<file path="src/design/bci_pkg.sv">
// shared types, curve tables and constants for the battery curve interpolator
`timescale 1ns / 1ps
package bci_pkg;

   localparam int CURVE_POINTS = 13;
   localparam int IDX_W = $clog2(CURVE_POINTS);
   localparam int MV_W = 16;
   localparam int PCT_W = 8;
   localparam int ANS_W = 32;
   localparam int NUM_W = 48;
   localparam int DEN_W = 16;
   localparam int CNT_W = $clog2(NUM_W);
   localparam int ADDR_W = 4;
   localparam int DATA_W = 32;

   localparam logic [IDX_W-1:0] IDX_TOP = IDX_W'(CURVE_POINTS - 1);

   localparam logic [PCT_W-1:0] CURVE_PCT [CURVE_POINTS] = '{
      8'd0, 8'd2, 8'd5, 8'd10, 8'd20, 8'd30, 8'd40, 8'd50, 8'd60, 8'd70, 8'd80, 8'd90, 8'd100
   };
   localparam logic [MV_W-1:0] DIS_MV [CURVE_POINTS] = '{
      16'd3300, 16'd3490, 16'd3615, 16'd3655, 16'd3700, 16'd3735, 16'd3760,
      16'd3800, 16'd3855, 16'd3935, 16'd4025, 16'd4120, 16'd4230
   };
   localparam logic [MV_W-1:0] CHG_MV [CURVE_POINTS] = '{
      16'd3550, 16'd3570, 16'd3600, 16'd3645, 16'd3730, 16'd3800, 16'd3860,
      16'd3915, 16'd3970, 16'd4030, 16'd4095, 16'd4175, 16'd4260
   };

   localparam logic [ANS_W-1:0] SCALE_RESET = 32'd42949673;
   localparam logic [MV_W-1:0] FULL_MV_RESET = 16'd4230;
   localparam logic [MV_W-1:0] COMP_RESET = 16'd0;

   typedef enum logic [1:0] {
      REG_SCALE   = 2'd0,
      REG_FULL_MV = 2'd1,
      REG_COMP    = 2'd2,
      REG_NONE    = 2'd3
   } reg_index_type;

   typedef enum logic [2:0] {
      ST_IDLE,
      ST_CLAMP,
      ST_SEARCH,
      ST_PREP_BASE,
      ST_PREP_SCALE,
      ST_MUL,
      ST_DIV,
      ST_DONE
   } state_type;

   typedef struct packed {
      logic [ANS_W-1:0] scale_factor;
      logic [MV_W-1:0]  full_voltage_mv;
      logic [MV_W-1:0]  compensation_mv;
   } cfg_type;

   typedef struct packed {
      logic             start;
      logic [NUM_W-1:0] numerator;
      logic [DEN_W-1:0] divisor;
   } div_req_type;

   typedef struct packed {
      logic             done;
      logic [NUM_W-1:0] quotient;
   } div_rsp_type;

   // curve point voltage; discharge top is held at least one above the point below
   function automatic logic [MV_W-1:0] point_mv(logic chg, logic [IDX_W-1:0] idx,
                                                logic [MV_W-1:0] full_mv);
      logic [MV_W-1:0] floor_mv;
      floor_mv = DIS_MV[CURVE_POINTS-2] + 16'd1;
      if (chg) begin
         return CHG_MV[idx];
      end else if (idx == IDX_TOP) begin
         return (full_mv < floor_mv) ? floor_mv : full_mv;
      end else begin
         return DIS_MV[idx];
      end
   endfunction

endpackage

</file>
<file path="src/design/battery_curve_interpolator.sv">
// battery voltage / charge curve interpolator, top level with sequencer
//
//   channel  ports                    direction  word
//   req      req_valid/req_ready      in         func, sample_value, charging
//   rsp      rsp_valid/rsp_ready      out        answer
//   csr      psel/penable/pwrite ...  in/out     apb, registers at 0x0, 0x4, 0x8
//
// an item runs through the clamp step and, unless clamped at an end, the downward segment
// search, two prep steps and the multiply on the shared 32x16 multiplier, then the divider.
// one item at a time; req_ready is high only while the sequencer is idle.
// a finished word sits in the output register, so the next item is taken while it waits.
// reset is synchronous and restores the register defaults; no clearing pass is needed.
`timescale 1ns / 1ps
module battery_curve_interpolator (
   input  logic                        clock,
   input  logic                        reset,
   input  logic                        req_valid,
   output logic                        req_ready,
   input  logic                        req_func,
   input  logic [bci_pkg::MV_W-1:0]    req_sample_value,
   input  logic                        req_charging,
   output logic                        rsp_valid,
   input  logic                        rsp_ready,
   output logic [bci_pkg::ANS_W-1:0]   rsp_answer,
   input  logic                        psel,
   input  logic                        penable,
   input  logic                        pwrite,
   input  logic [bci_pkg::ADDR_W-1:0]  paddr,
   input  logic [bci_pkg::DATA_W-1:0]  pwdata,
   output logic [bci_pkg::DATA_W-1:0]  prdata,
   output logic                        pready
);
   import bci_pkg::*;

   cfg_type     cfg;
   div_req_type div_req;
   div_rsp_type div_rsp;

   state_type        state_ff, state_in;
   logic             func_ff, func_in;
   logic             chg_ff, chg_in;
   logic [MV_W-1:0]  sample_ff, sample_in;
   logic [MV_W-1:0]  key_ff, key_in;
   logic [IDX_W-1:0] idx_ff, idx_in;
   logic [ANS_W-1:0] base_ff, base_in;
   logic [ANS_W-1:0] scaled_ff, scaled_in;
   logic [MV_W-1:0]  oper_ff, oper_in;
   logic [DEN_W-1:0] divisor_ff, divisor_in;
   logic             rsp_valid_ff, rsp_valid_in;
   logic [ANS_W-1:0] result_ff, result_in;
   logic [ANS_W-1:0] answer_ff, answer_in;

   logic [IDX_W-1:0]   idx_lo, idx_hi;
   logic [MV_W-1:0]    pt_lo, pt_hi;
   logic [PCT_W-1:0]   pct_lo, pct_hi;
   logic [ANS_W-1:0]   mul_a;
   logic [MV_W-1:0]    mul_b;
   logic [NUM_W-1:0]   prod;
   logic signed [MV_W+1:0] mv_s;
   logic [MV_W-1:0]    cmp_val;

   bci_csr u_csr (
      .clock   (clock),
      .reset   (reset),
      .psel    (psel),
      .penable (penable),
      .pwrite  (pwrite),
      .paddr   (paddr),
      .pwdata  (pwdata),
      .prdata  (prdata),
      .pready  (pready),
      .cfg     (cfg)
   );

   bci_divider u_divider (
      .clock   (clock),
      .reset   (reset),
      .div_req (div_req),
      .div_rsp (div_rsp)
   );

   // the one multiplier, shared by the clamp, prep and multiply steps
   assign prod = mul_a * mul_b;

   always_comb begin
      idx_lo = (state_ff == ST_CLAMP) ? '0 : idx_ff;
      idx_hi = (state_ff == ST_CLAMP) ? IDX_TOP : IDX_W'(idx_ff + 1'b1);
      pt_lo = point_mv(chg_ff, idx_lo, cfg.full_voltage_mv);
      pt_hi = point_mv(chg_ff, idx_hi, cfg.full_voltage_mv);
      pct_lo = CURVE_PCT[idx_lo];
      pct_hi = CURVE_PCT[idx_hi];
      mv_s = $signed({2'b00, sample_ff})
           + $signed({{2{cfg.compensation_mv[MV_W-1]}}, cfg.compensation_mv});
      cmp_val = func_ff ? {{(MV_W-PCT_W){1'b0}}, pct_lo} : pt_lo;

      state_in = state_ff;
      func_in = func_ff;
      chg_in = chg_ff;
      sample_in = sample_ff;
      key_in = key_ff;
      idx_in = idx_ff;
      base_in = base_ff;
      scaled_in = scaled_ff;
      oper_in = oper_ff;
      divisor_in = divisor_ff;
      result_in = result_ff;
      answer_in = answer_ff;
      rsp_valid_in = rsp_valid_ff && !rsp_ready;
      mul_a = cfg.scale_factor;
      mul_b = '0;
      div_req.start = 1'b0;
      div_req.numerator = prod;
      div_req.divisor = divisor_ff;
      req_ready = 1'b0;

      unique case (state_ff)
         ST_IDLE: begin
            req_ready = 1'b1;
            if (req_valid) begin
               func_in = req_func;
               chg_in = req_charging;
               sample_in = req_sample_value;
               state_in = ST_CLAMP;
            end
         end
         ST_CLAMP: begin
            mul_b = MV_W'(CURVE_PCT[CURVE_POINTS-1]);
            idx_in = IDX_W'(CURVE_POINTS - 2);
            if (func_ff) begin
               key_in = sample_ff;
               if (sample_ff > MV_W'(CURVE_PCT[CURVE_POINTS-1])) begin
                  result_in = {{(ANS_W-MV_W){1'b0}}, pt_hi};
                  state_in = ST_DONE;
               end else begin
                  state_in = ST_SEARCH;
               end
            end else begin
               key_in = mv_s[MV_W-1:0];
               if (mv_s <= $signed({2'b00, pt_lo})) begin
                  result_in = '0;
                  state_in = ST_DONE;
               end else if (mv_s >= $signed({2'b00, pt_hi})) begin
                  result_in = prod[ANS_W-1:0];
                  state_in = ST_DONE;
               end else begin
                  state_in = ST_SEARCH;
               end
            end
         end
         ST_SEARCH: begin
            if (idx_ff != '0 && key_ff < cmp_val) begin
               idx_in = idx_ff - 1'b1;
            end else begin
               state_in = ST_PREP_BASE;
            end
         end
         ST_PREP_BASE: begin
            mul_b = {{(MV_W-PCT_W){1'b0}}, pct_lo};
            if (func_ff) begin
               base_in = {{(ANS_W-MV_W){1'b0}}, pt_lo};
               divisor_in = {{(DEN_W-PCT_W){1'b0}}, pct_hi - pct_lo};
               oper_in = key_ff - {{(MV_W-PCT_W){1'b0}}, pct_lo};
               scaled_in = {{(ANS_W-MV_W){1'b0}}, pt_hi - pt_lo};
            end else begin
               base_in = prod[ANS_W-1:0];
               divisor_in = pt_hi - pt_lo;
               oper_in = key_ff - pt_lo;
            end
            state_in = ST_PREP_SCALE;
         end
         ST_PREP_SCALE: begin
            mul_b = {{(MV_W-PCT_W){1'b0}}, pct_hi - pct_lo};
            if (!func_ff) begin
               scaled_in = prod[ANS_W-1:0];
            end
            state_in = ST_MUL;
         end
         ST_MUL: begin
            mul_a = scaled_ff;
            mul_b = oper_ff;
            div_req.start = 1'b1;
            state_in = ST_DIV;
         end
         ST_DIV: begin
            if (div_rsp.done) begin
               result_in = div_rsp.quotient[ANS_W-1:0] + base_ff;
               state_in = ST_DONE;
            end
         end
         ST_DONE: begin
            if (!rsp_valid_ff || rsp_ready) begin
               answer_in = result_ff;
               rsp_valid_in = 1'b1;
               state_in = ST_IDLE;
            end
         end
         default: begin
            state_in = ST_IDLE;
         end
      endcase
   end

   always_ff @(posedge clock) begin
      if (reset) begin
         state_ff <= ST_IDLE;
         rsp_valid_ff <= 1'b0;
      end else begin
         state_ff <= state_in;
         rsp_valid_ff <= rsp_valid_in;
      end
      func_ff <= func_in;
      chg_ff <= chg_in;
      sample_ff <= sample_in;
      key_ff <= key_in;
      idx_ff <= idx_in;
      base_ff <= base_in;
      scaled_ff <= scaled_in;
      oper_ff <= oper_in;
      divisor_ff <= divisor_in;
      result_ff <= result_in;
      answer_ff <= answer_in;
   end

   assign rsp_valid = rsp_valid_ff;
   assign rsp_answer = answer_ff;

   // the divider only ever finishes while the sequencer waits on it
   a_div_done_in_div: assert property (@(posedge clock) disable iff (reset)
      div_rsp.done |-> state_ff == ST_DIV)
      else $error("divider finished outside the divide step");

   // segments always have a nonzero width, so the divisor is never zero
   a_divisor_nonzero: assert property (@(posedge clock) disable iff (reset)
      state_ff == ST_MUL |-> divisor_ff != '0)
      else $error("zero divisor handed to divider");

   // search index never leaves the lower end of a valid segment
   a_idx_range: assert property (@(posedge clock) disable iff (reset)
      state_ff == ST_SEARCH |-> idx_ff <= IDX_W'(CURVE_POINTS - 2))
      else $error("segment index out of range");

   // an accepted word always starts at the clamp step
   a_accept_to_clamp: assert property (@(posedge clock) disable iff (reset)
      req_valid && req_ready |=> state_ff == ST_CLAMP)
      else $error("accepted word did not start the sequence");

   // a waiting result is not overwritten before it is taken
   a_no_overwrite: assert property (@(posedge clock) disable iff (reset)
      rsp_valid_ff && !rsp_ready |=> rsp_valid_ff && $stable(answer_ff))
      else $error("pending result lost");

endmodule

</file>
<file path="src/design/bci_divider.sv">
// iterative restoring divider, one quotient bit per cycle
`timescale 1ns / 1ps
module bci_divider (
   input  logic                 clock,
   input  logic                 reset,
   input  bci_pkg::div_req_type div_req,
   output bci_pkg::div_rsp_type div_rsp
);
   import bci_pkg::*;

   logic             busy_ff, busy_in;
   logic             done_ff, done_in;
   logic [CNT_W-1:0] count_ff, count_in;
   logic [NUM_W-1:0] quo_ff, quo_in;
   logic [DEN_W-1:0] rem_ff, rem_in;
   logic [DEN_W-1:0] den_ff, den_in;

   logic [DEN_W:0] trial;
   logic [DEN_W:0] diff;
   logic           fits;

   always_comb begin
      trial = {rem_ff, quo_ff[NUM_W-1]};
      diff = trial - {1'b0, den_ff};
      fits = (trial >= {1'b0, den_ff});

      busy_in = busy_ff;
      done_in = 1'b0;
      count_in = count_ff;
      quo_in = quo_ff;
      rem_in = rem_ff;
      den_in = den_ff;

      if (div_req.start) begin
         busy_in = 1'b1;
         count_in = CNT_W'(NUM_W - 1);
         quo_in = div_req.numerator;
         rem_in = '0;
         den_in = div_req.divisor;
      end else if (busy_ff) begin
         // remainder stays below the divisor, so it fits back in DEN_W bits
         rem_in = fits ? diff[DEN_W-1:0] : trial[DEN_W-1:0];
         quo_in = {quo_ff[NUM_W-2:0], fits};
         count_in = count_ff - 1'b1;
         if (count_ff == '0) begin
            busy_in = 1'b0;
            done_in = 1'b1;
         end
      end
   end

   always_ff @(posedge clock) begin
      if (reset) begin
         busy_ff <= 1'b0;
         done_ff <= 1'b0;
         count_ff <= '0;
      end else begin
         busy_ff <= busy_in;
         done_ff <= done_in;
         count_ff <= count_in;
      end
      quo_ff <= quo_in;
      rem_ff <= rem_in;
      den_ff <= den_in;
   end

   assign div_rsp.done = done_ff;
   assign div_rsp.quotient = quo_ff;

endmodule

</file>
<file path="src/design/bci_csr.sv">
// apb register file for scale factor, full voltage and compensation
`timescale 1ns / 1ps
module bci_csr (
   input  logic                        clock,
   input  logic                        reset,
   input  logic                        psel,
   input  logic                        penable,
   input  logic                        pwrite,
   input  logic [bci_pkg::ADDR_W-1:0]  paddr,
   input  logic [bci_pkg::DATA_W-1:0]  pwdata,
   output logic [bci_pkg::DATA_W-1:0]  prdata,
   output logic                        pready,
   output bci_pkg::cfg_type            cfg
);
   import bci_pkg::*;

   logic [ANS_W-1:0] scale_ff, scale_in;
   logic [MV_W-1:0]  full_ff, full_in;
   logic [MV_W-1:0]  comp_ff, comp_in;

   reg_index_type reg_sel;
   logic          wr_en;

   always_comb begin
      reg_sel = reg_index_type'(paddr[ADDR_W-1:2]);
      wr_en = psel && penable && pwrite;
      scale_in = scale_ff;
      full_in = full_ff;
      comp_in = comp_ff;
      prdata = '0;
      unique case (reg_sel)
         REG_SCALE: begin
            prdata = scale_ff;
            if (wr_en) scale_in = pwdata;
         end
         REG_FULL_MV: begin
            prdata = {{(DATA_W-MV_W){1'b0}}, full_ff};
            if (wr_en) full_in = pwdata[MV_W-1:0];
         end
         REG_COMP: begin
            prdata = {{(DATA_W-MV_W){1'b0}}, comp_ff};
            if (wr_en) comp_in = pwdata[MV_W-1:0];
         end
         REG_NONE: begin
            prdata = '0;
         end
      endcase
   end

   always_ff @(posedge clock) begin
      if (reset) begin
         scale_ff <= SCALE_RESET;
         full_ff <= FULL_MV_RESET;
         comp_ff <= COMP_RESET;
      end else begin
         scale_ff <= scale_in;
         full_ff <= full_in;
         comp_ff <= comp_in;
      end
   end

   assign pready = 1'b1;
   assign cfg.scale_factor = scale_ff;
   assign cfg.full_voltage_mv = full_ff;
   assign cfg.compensation_mv = comp_ff;

endmodule
</file>
<file path="config.mk">
export PLATFORM = sky130hd
export DESIGN_NAME = battery_curve_interpolator
export DESIGN_NICKNAME = d
export VERILOG_FILES = /design/src/design/bci_pkg.sv /design/src/design/battery_curve_interpolator.sv /design/src/design/bci_divider.sv /design/src/design/bci_csr.sv
export SDC_FILE = /design/constraint.sdc
export NUM_CORES = 2
export LEC_CHECK = 0
export BUFFER_PORTS_ARGS = -buffer_cell sky130_fd_sc_hd__buf_2
export CAP_MARGIN = 20
export CORE_ASPECT_RATIO = 0.9
export CORE_UTILIZATION = 40
export CTS_CLUSTER_DIAMETER = 120
export DETAILED_ROUTE_END_ITERATION = 16
export MAX_ROUTING_LAYER = met4
export SLEW_MARGIN = 20
export SYNTH_ARGS = -nofsm -noshare
export SYNTH_HDL_FRONTEND = slang
export SYNTH_HIERARCHICAL = 1
export SYNTH_SLANG_ARGS = --single-unit
</file>
<file path="constraint.sdc">
create_clock -name clock -period 13.5 [get_ports clock]
set_clock_uncertainty 0.05 [all_clocks]
set_input_delay 1.35 -clock clock [delete_from_list [all_inputs] [get_ports clock]]
set_output_delay 1.35 -clock clock [all_outputs]
set_load 0.1 [all_outputs]
</file>
# Word-level counts from Yosys, hierarchy flattened
# Memories as Yosys holds them, arrays and structs flattened.
# Index checks and enable logic that the tools add are counted.
# W data, S select, Z words.
# word_totals
reg_bits	354
latchBits	0
mem_bits_rw	0
mem_bits_ro	1280
inputBits	61
memories	6
# memory_table
name	depth	word_bits	read_ports	rd_clocked_by_memory_dff	wr	line_no	source
(name not given)	16	16	1	0	0	bci_pkg.sv:79	return DIS_MV[idx];
(name not given)	16	16	1	0	0	bci_pkg.sv:75	return CHG_MV[idx];
(name not given)	16	16	1	0	0	bci_pkg.sv:79	
(name not given)	16	16	1	0	0	bci_pkg.sv:75	
(name not given)	16	8	1	0	0	battery_curve_interpolator.sv:91	pct_hi = CURVE_PCT[idx_hi];
(name not given)	16	8	1	0	0	battery_curve_interpolator.sv:90	pct_lo = CURVE_PCT[idx_lo];
# classes
addsub	10
mul	1
div	0
order_cmp	8
n_eq_ne	21
shifts	0
n_mux	60
bitwise_logic	3
reduce_logical	26
# op_table
cell	count
$mux W16	18
$mux W32	8
$pmux W32 S2	2
$pmux W32 S4	1
$mux W48	2
$pmux W16 S4	1
$mul A32 B16 Y48	1
$sub A16 B16 Y16	3
$mux W8	5
$add A32 B32 Y32	1
$mux W3	8
$pmux W3 S8	1
$add A17 B16 Y18	1
$ge A18 B17 Y1	1
$le A18 B17 Y1	1
$ge A17 B16 Y1	1
$gt A16 B7 Y1 const B	1
$lt A16 B13 Y1 const B	1
$lt A16 B16 Y1	1
$sub A16 B8 Y16	1
$eq A3 B3 Y1 const B	4
$mux W4	3
$mux W6	2
$ne A2 B2 Y1 const B	6
30 further kinds	55

# Depth between registers and ports, before layout
# depth
word_depth	13
mapped_depth	45
depth_no_buf	42

# Modules after synthesis
# The synthesis kept the hierarchy.
# by_module_without_submodules
mod	n_inst	cells_per_inst	area_per_inst_um2	seq_area_each_um2
battery_curve_interpolator	1	3387	30464.2	6025.8
bci_divider	1	371	4490.6	2402.3
bci_csr	1	331	3113.0	1281.2

# Worst setup path after synthesis
# No wires, ideal clock.
# synth_path
kind	register to register
from	register state_ff[2]
to	register u_divider.quo_ff[47], data pin
setup_ns	0.260
arrival_ns	9.773
path_slack_ns	3.417
stages_incl_launch_ff	42
period_less_slack_ns	10.083
path_cell_list	dfxtp_1 -> clkbuf_1 -> or3_1 -> inv_1 -> clkbuf_1 -> nor2_1 -> inv_1 -> ha_1 -> nor2_1 -> nand2_1 -> a21oi_1 -> ha_1 -> a21o_1 -> a21o_1 -> a21o_1 -> a21o_1 -> o21ai_0 -> clkbuf_1 -> [... 6 more ...] -> fa_1 -> inv_1 -> fa_1 -> inv_1 -> fa_1 -> inv_1 -> ha_1 -> a31o_2 -> a221o_1 -> a22oi_1 -> a31oi_1 -> a211oi_2 -> o31ai_2 -> a311oi_1 -> o31ai_1 -> a21oi_1 -> xnor2_1 -> mux2_2
# synth_lines
element	line_no	source
from (decl)	battery_curve_interpolator.sv:39	state_type state_ff, state_in;
from (signal assigned)	battery_curve_interpolator.sv:208	state_ff <= state_in;
to (signal assigned)	bci_divider.sv:62	quo_ff <= quo_in;
to (decl)	bci_divider.sv:14	logic [NUM_W-1:0] quo_ff, quo_in;

==> metrics.txt <==
outcome=complete, no violations; Worst Path Arrival=12.71 ns; Slowest Stage Delay on Critical Path=a little under 0.8 ns; post-detail-place hpwl=between 80000 and 90000 microns; nets@finish=~4900; Internal=3.54 mW; critical path type=register to register; Slew Limit Headroom=approximately 30%; Max Buffers Root-to-Sink=3; Leak=17.5 nW; ratio of final minimum period to clock period=about nine tenths; Synth Area per Inst=slightly above 9 sq um; die area=a little under 100000 sq um; post-CTS setup buffer count=0; PnR worst setup slack=about 1.1 ns; routed length per instance=approximately 21 microns; number of global-route vias before repair=roughly 30000; Overflow after GRT=0; gr usage total=~24%; io pins=around 130; clock share of power=a little under a fifth; multi-input logic area=between 20000 and 30000 sq um; sequential fraction of the synthesis area=25.5%; I/O Buffers=roughly 120; Fin. Hold Viols=0; prevailing post-synth register cell=edfxtp_1; endpoints failing setup=0; P_sw=between 3 and 4 mW; pin count of the biggest net entering global routing=100; Synth Instances=roughly 4000; Crit Path Max Fanout=20; Async SR Flop Fraction=0%; Yosys Warn Count=6; Fin Hold WS=approximately 0.37 ns; critical path's most frequent cell=inv_1; Skew-Pair Late Insertion Delay=0.60 ns; die span in y=about 290 microns; Layout Utilization=between 40 and 50%; synth unique cells=90; worst vdd ir=about 0.00012 V; DRC viols=0; # hold bufs at CTS=0; Site Rows=106; Post-synth EDFFs=262; CP max stage cell=o21ai_2; Layout area overhead=8.77%; RSZ-0062 raised after global routing=false; Worst-path clk slew=about 0.06 ns; required time worst endpoint=roughly 14 ns; # diodes=0; Hold WC Path Type=register to register; worst slew pin tran=around 1.1 ns; DR pass1 iterations=6; clock sink count=354; Crit path buffers/inverters=10; CTS-repair resized insts=0; via-per-instance ratio=5.45; fin area=41400 sq um; maximum clock rate=between 80 and 90 MHz; power share of the combinational group=about 60%; CP top delay family=adder cells; post-route ant nets=0; detailed router's first-iteration violation count=~2400; total CTS buffers=44; vias=about 30000; Post-DP Area=approximately 40000 sq um; pre-CTS setup slack=between 1 and 1.5 ns; routability cong.=0.960; post-layout min period=around 12 ns; FF/Latch Area=9710 sq um; Max Cap Viol=0; Cell Area, Synth=~38000 sq um; Slew Viols, Final=0; Post-Route Setup TNS=0 ns; #FFs+latches synth=about 350; power density cells=~160 nW/um^2; # H-tree levels=2; initial core utilization=40.7%; first-pass GRT wire length=roughly 180000 microns; Critical Path End Type=register; Post-Syn Nets=between 4000 and 5000; Sw Share=47.2%; CP Launch Type=register; share of cells above drive strength 1=9.73%; CORE AREA=~94000 sq um; initial antenna violation count=2; Flop pwr share=22.7%; die width=~330 microns; fill cell count=around 9200; total wire length=about 110000 microns; CTS tree=done; clock root buffer=clkbuf_16
-- cells in the mapped netlist (33+ instances only) --
cell type    n  area (sq um)
fa_1       424          8490
nor2b_1     33           206
clkbuf_1   160           601
and2_1      38           238
xor2_1      61           534
mux2i_1    114          1140
o21ai_0    139           696
inv_1      548          2060
a21o_1      61           458
xnor2_1     73           639
nand2b_1    99           619
dfxtp_1     92          1840
edfxtp_1   262          7870
nor3_1      42           210
nor2_1     337          1260
ha_1       274          3430
a21oi_1    167           836
mux2_2      81           912
and3_1     111           694
nand2_1    507          1900
nand3_1     74           370
-- per-layer routing --
layer | GRT usage [%] | wire length, microns | vias to the layer above
met2 | 38.6 | 52100 | 1036
met1 | 32.3 | 50000 | 14500
met4 | 6.51 | 2960 | 0
met5 | - | 0 | -
met3 | 3.46 | 7730 | 150
li1 | - | - | 13700
-- area by class of cell --
cell class                      count  area share [%]
Clock inverter                     25           0.659
Multi-Input combinational cell   2979            61.6
Tap cell                         1242            3.75
Sequential cell                   354            23.4
Clock buffer                       57            3.05
Inverter                          552            5.00
Timing Repair Buffer              175            2.48
-- metrics by stage --
stage	std cells	power (mW)
floorplan	4089	4.08
global placement	5300	5.38
detailed placement	5301	5.42
CTS	5383	6.72
global route	5384	7.17
finish	5384	6.70
-- state kept, by name, summed over array words and instances (netlist names), 4 cells and up --
register	count
u_csr/full_ff	16
u_divider/quo_ff	48
result_ff	32
key_ff	16
scaled_ff	32
rsp_answer	32
u_divider/rem_ff	16
u_csr/scale_ff	32
divisor_ff	16
u_divider/den_ff	16
u_divider/count_ff	6
sample_ff	16
base_ff	32
idx_ff	4
u_csr/comp_ff	16
oper_ff	16
-- cell families after synthesis --
group	count (synthesis)	synth area share [%]
other	1	0.00985
and+or+nand+nor	1312	15.8
adders and majority gates	698	31.3
muxes	196	5.45
DFF	354	25.5
xor gates and xnor gates	134	3.08
buffers and inverters	756	7.72
AOI/OAI and AO/OA	638	11.1
-- cells in the final DEF (no fill, tap or decap), types with 73 or more instances in the layout --
cell and n:
a21oi_1 165, and3_1 105, buf_2 123, dfxtp_1 92, edfxtp_1 262, fa_1 424
ha_1 274, inv_1 545, mux2_2 81, mux2i_1 114, nand2_1 507, nand2b_1 99
nand3_1 74, nor2_1 335, o21ai_0 137, xnor2_1 73
-- worst paths after layout --
kind              slack [ns]  depth (start not counted)           from                   end
setup / recovery        1.09                         41    state_ff[0]  u_divider/quo_ff[47]
setup reg to reg        1.09                         41    state_ff[0]  u_divider/quo_ff[47]
hold reg to reg         0.37                          0  result_ff[28]        rsp_answer[28]
hold / removal          0.37                          0  result_ff[28]        rsp_answer[28]
-- power by group through the flow --
| stage | sequential (mW) | combinational (mW) | clock, mW |
|---|---|---|---|
| after floorplan | 1.48 | 2.60 | 0 |
| final | 1.52 | 3.92 | 1.26 |
| after global routing | 1.53 | 4.30 | 1.33 |
| after CTS | 1.52 | 3.91 | 1.29 |
| after global placement | 1.54 | 3.84 | 0 |
| after detailed placement | 1.54 | 3.88 | 0 |
No activity file was read; power rests on OpenSTA's default activity.
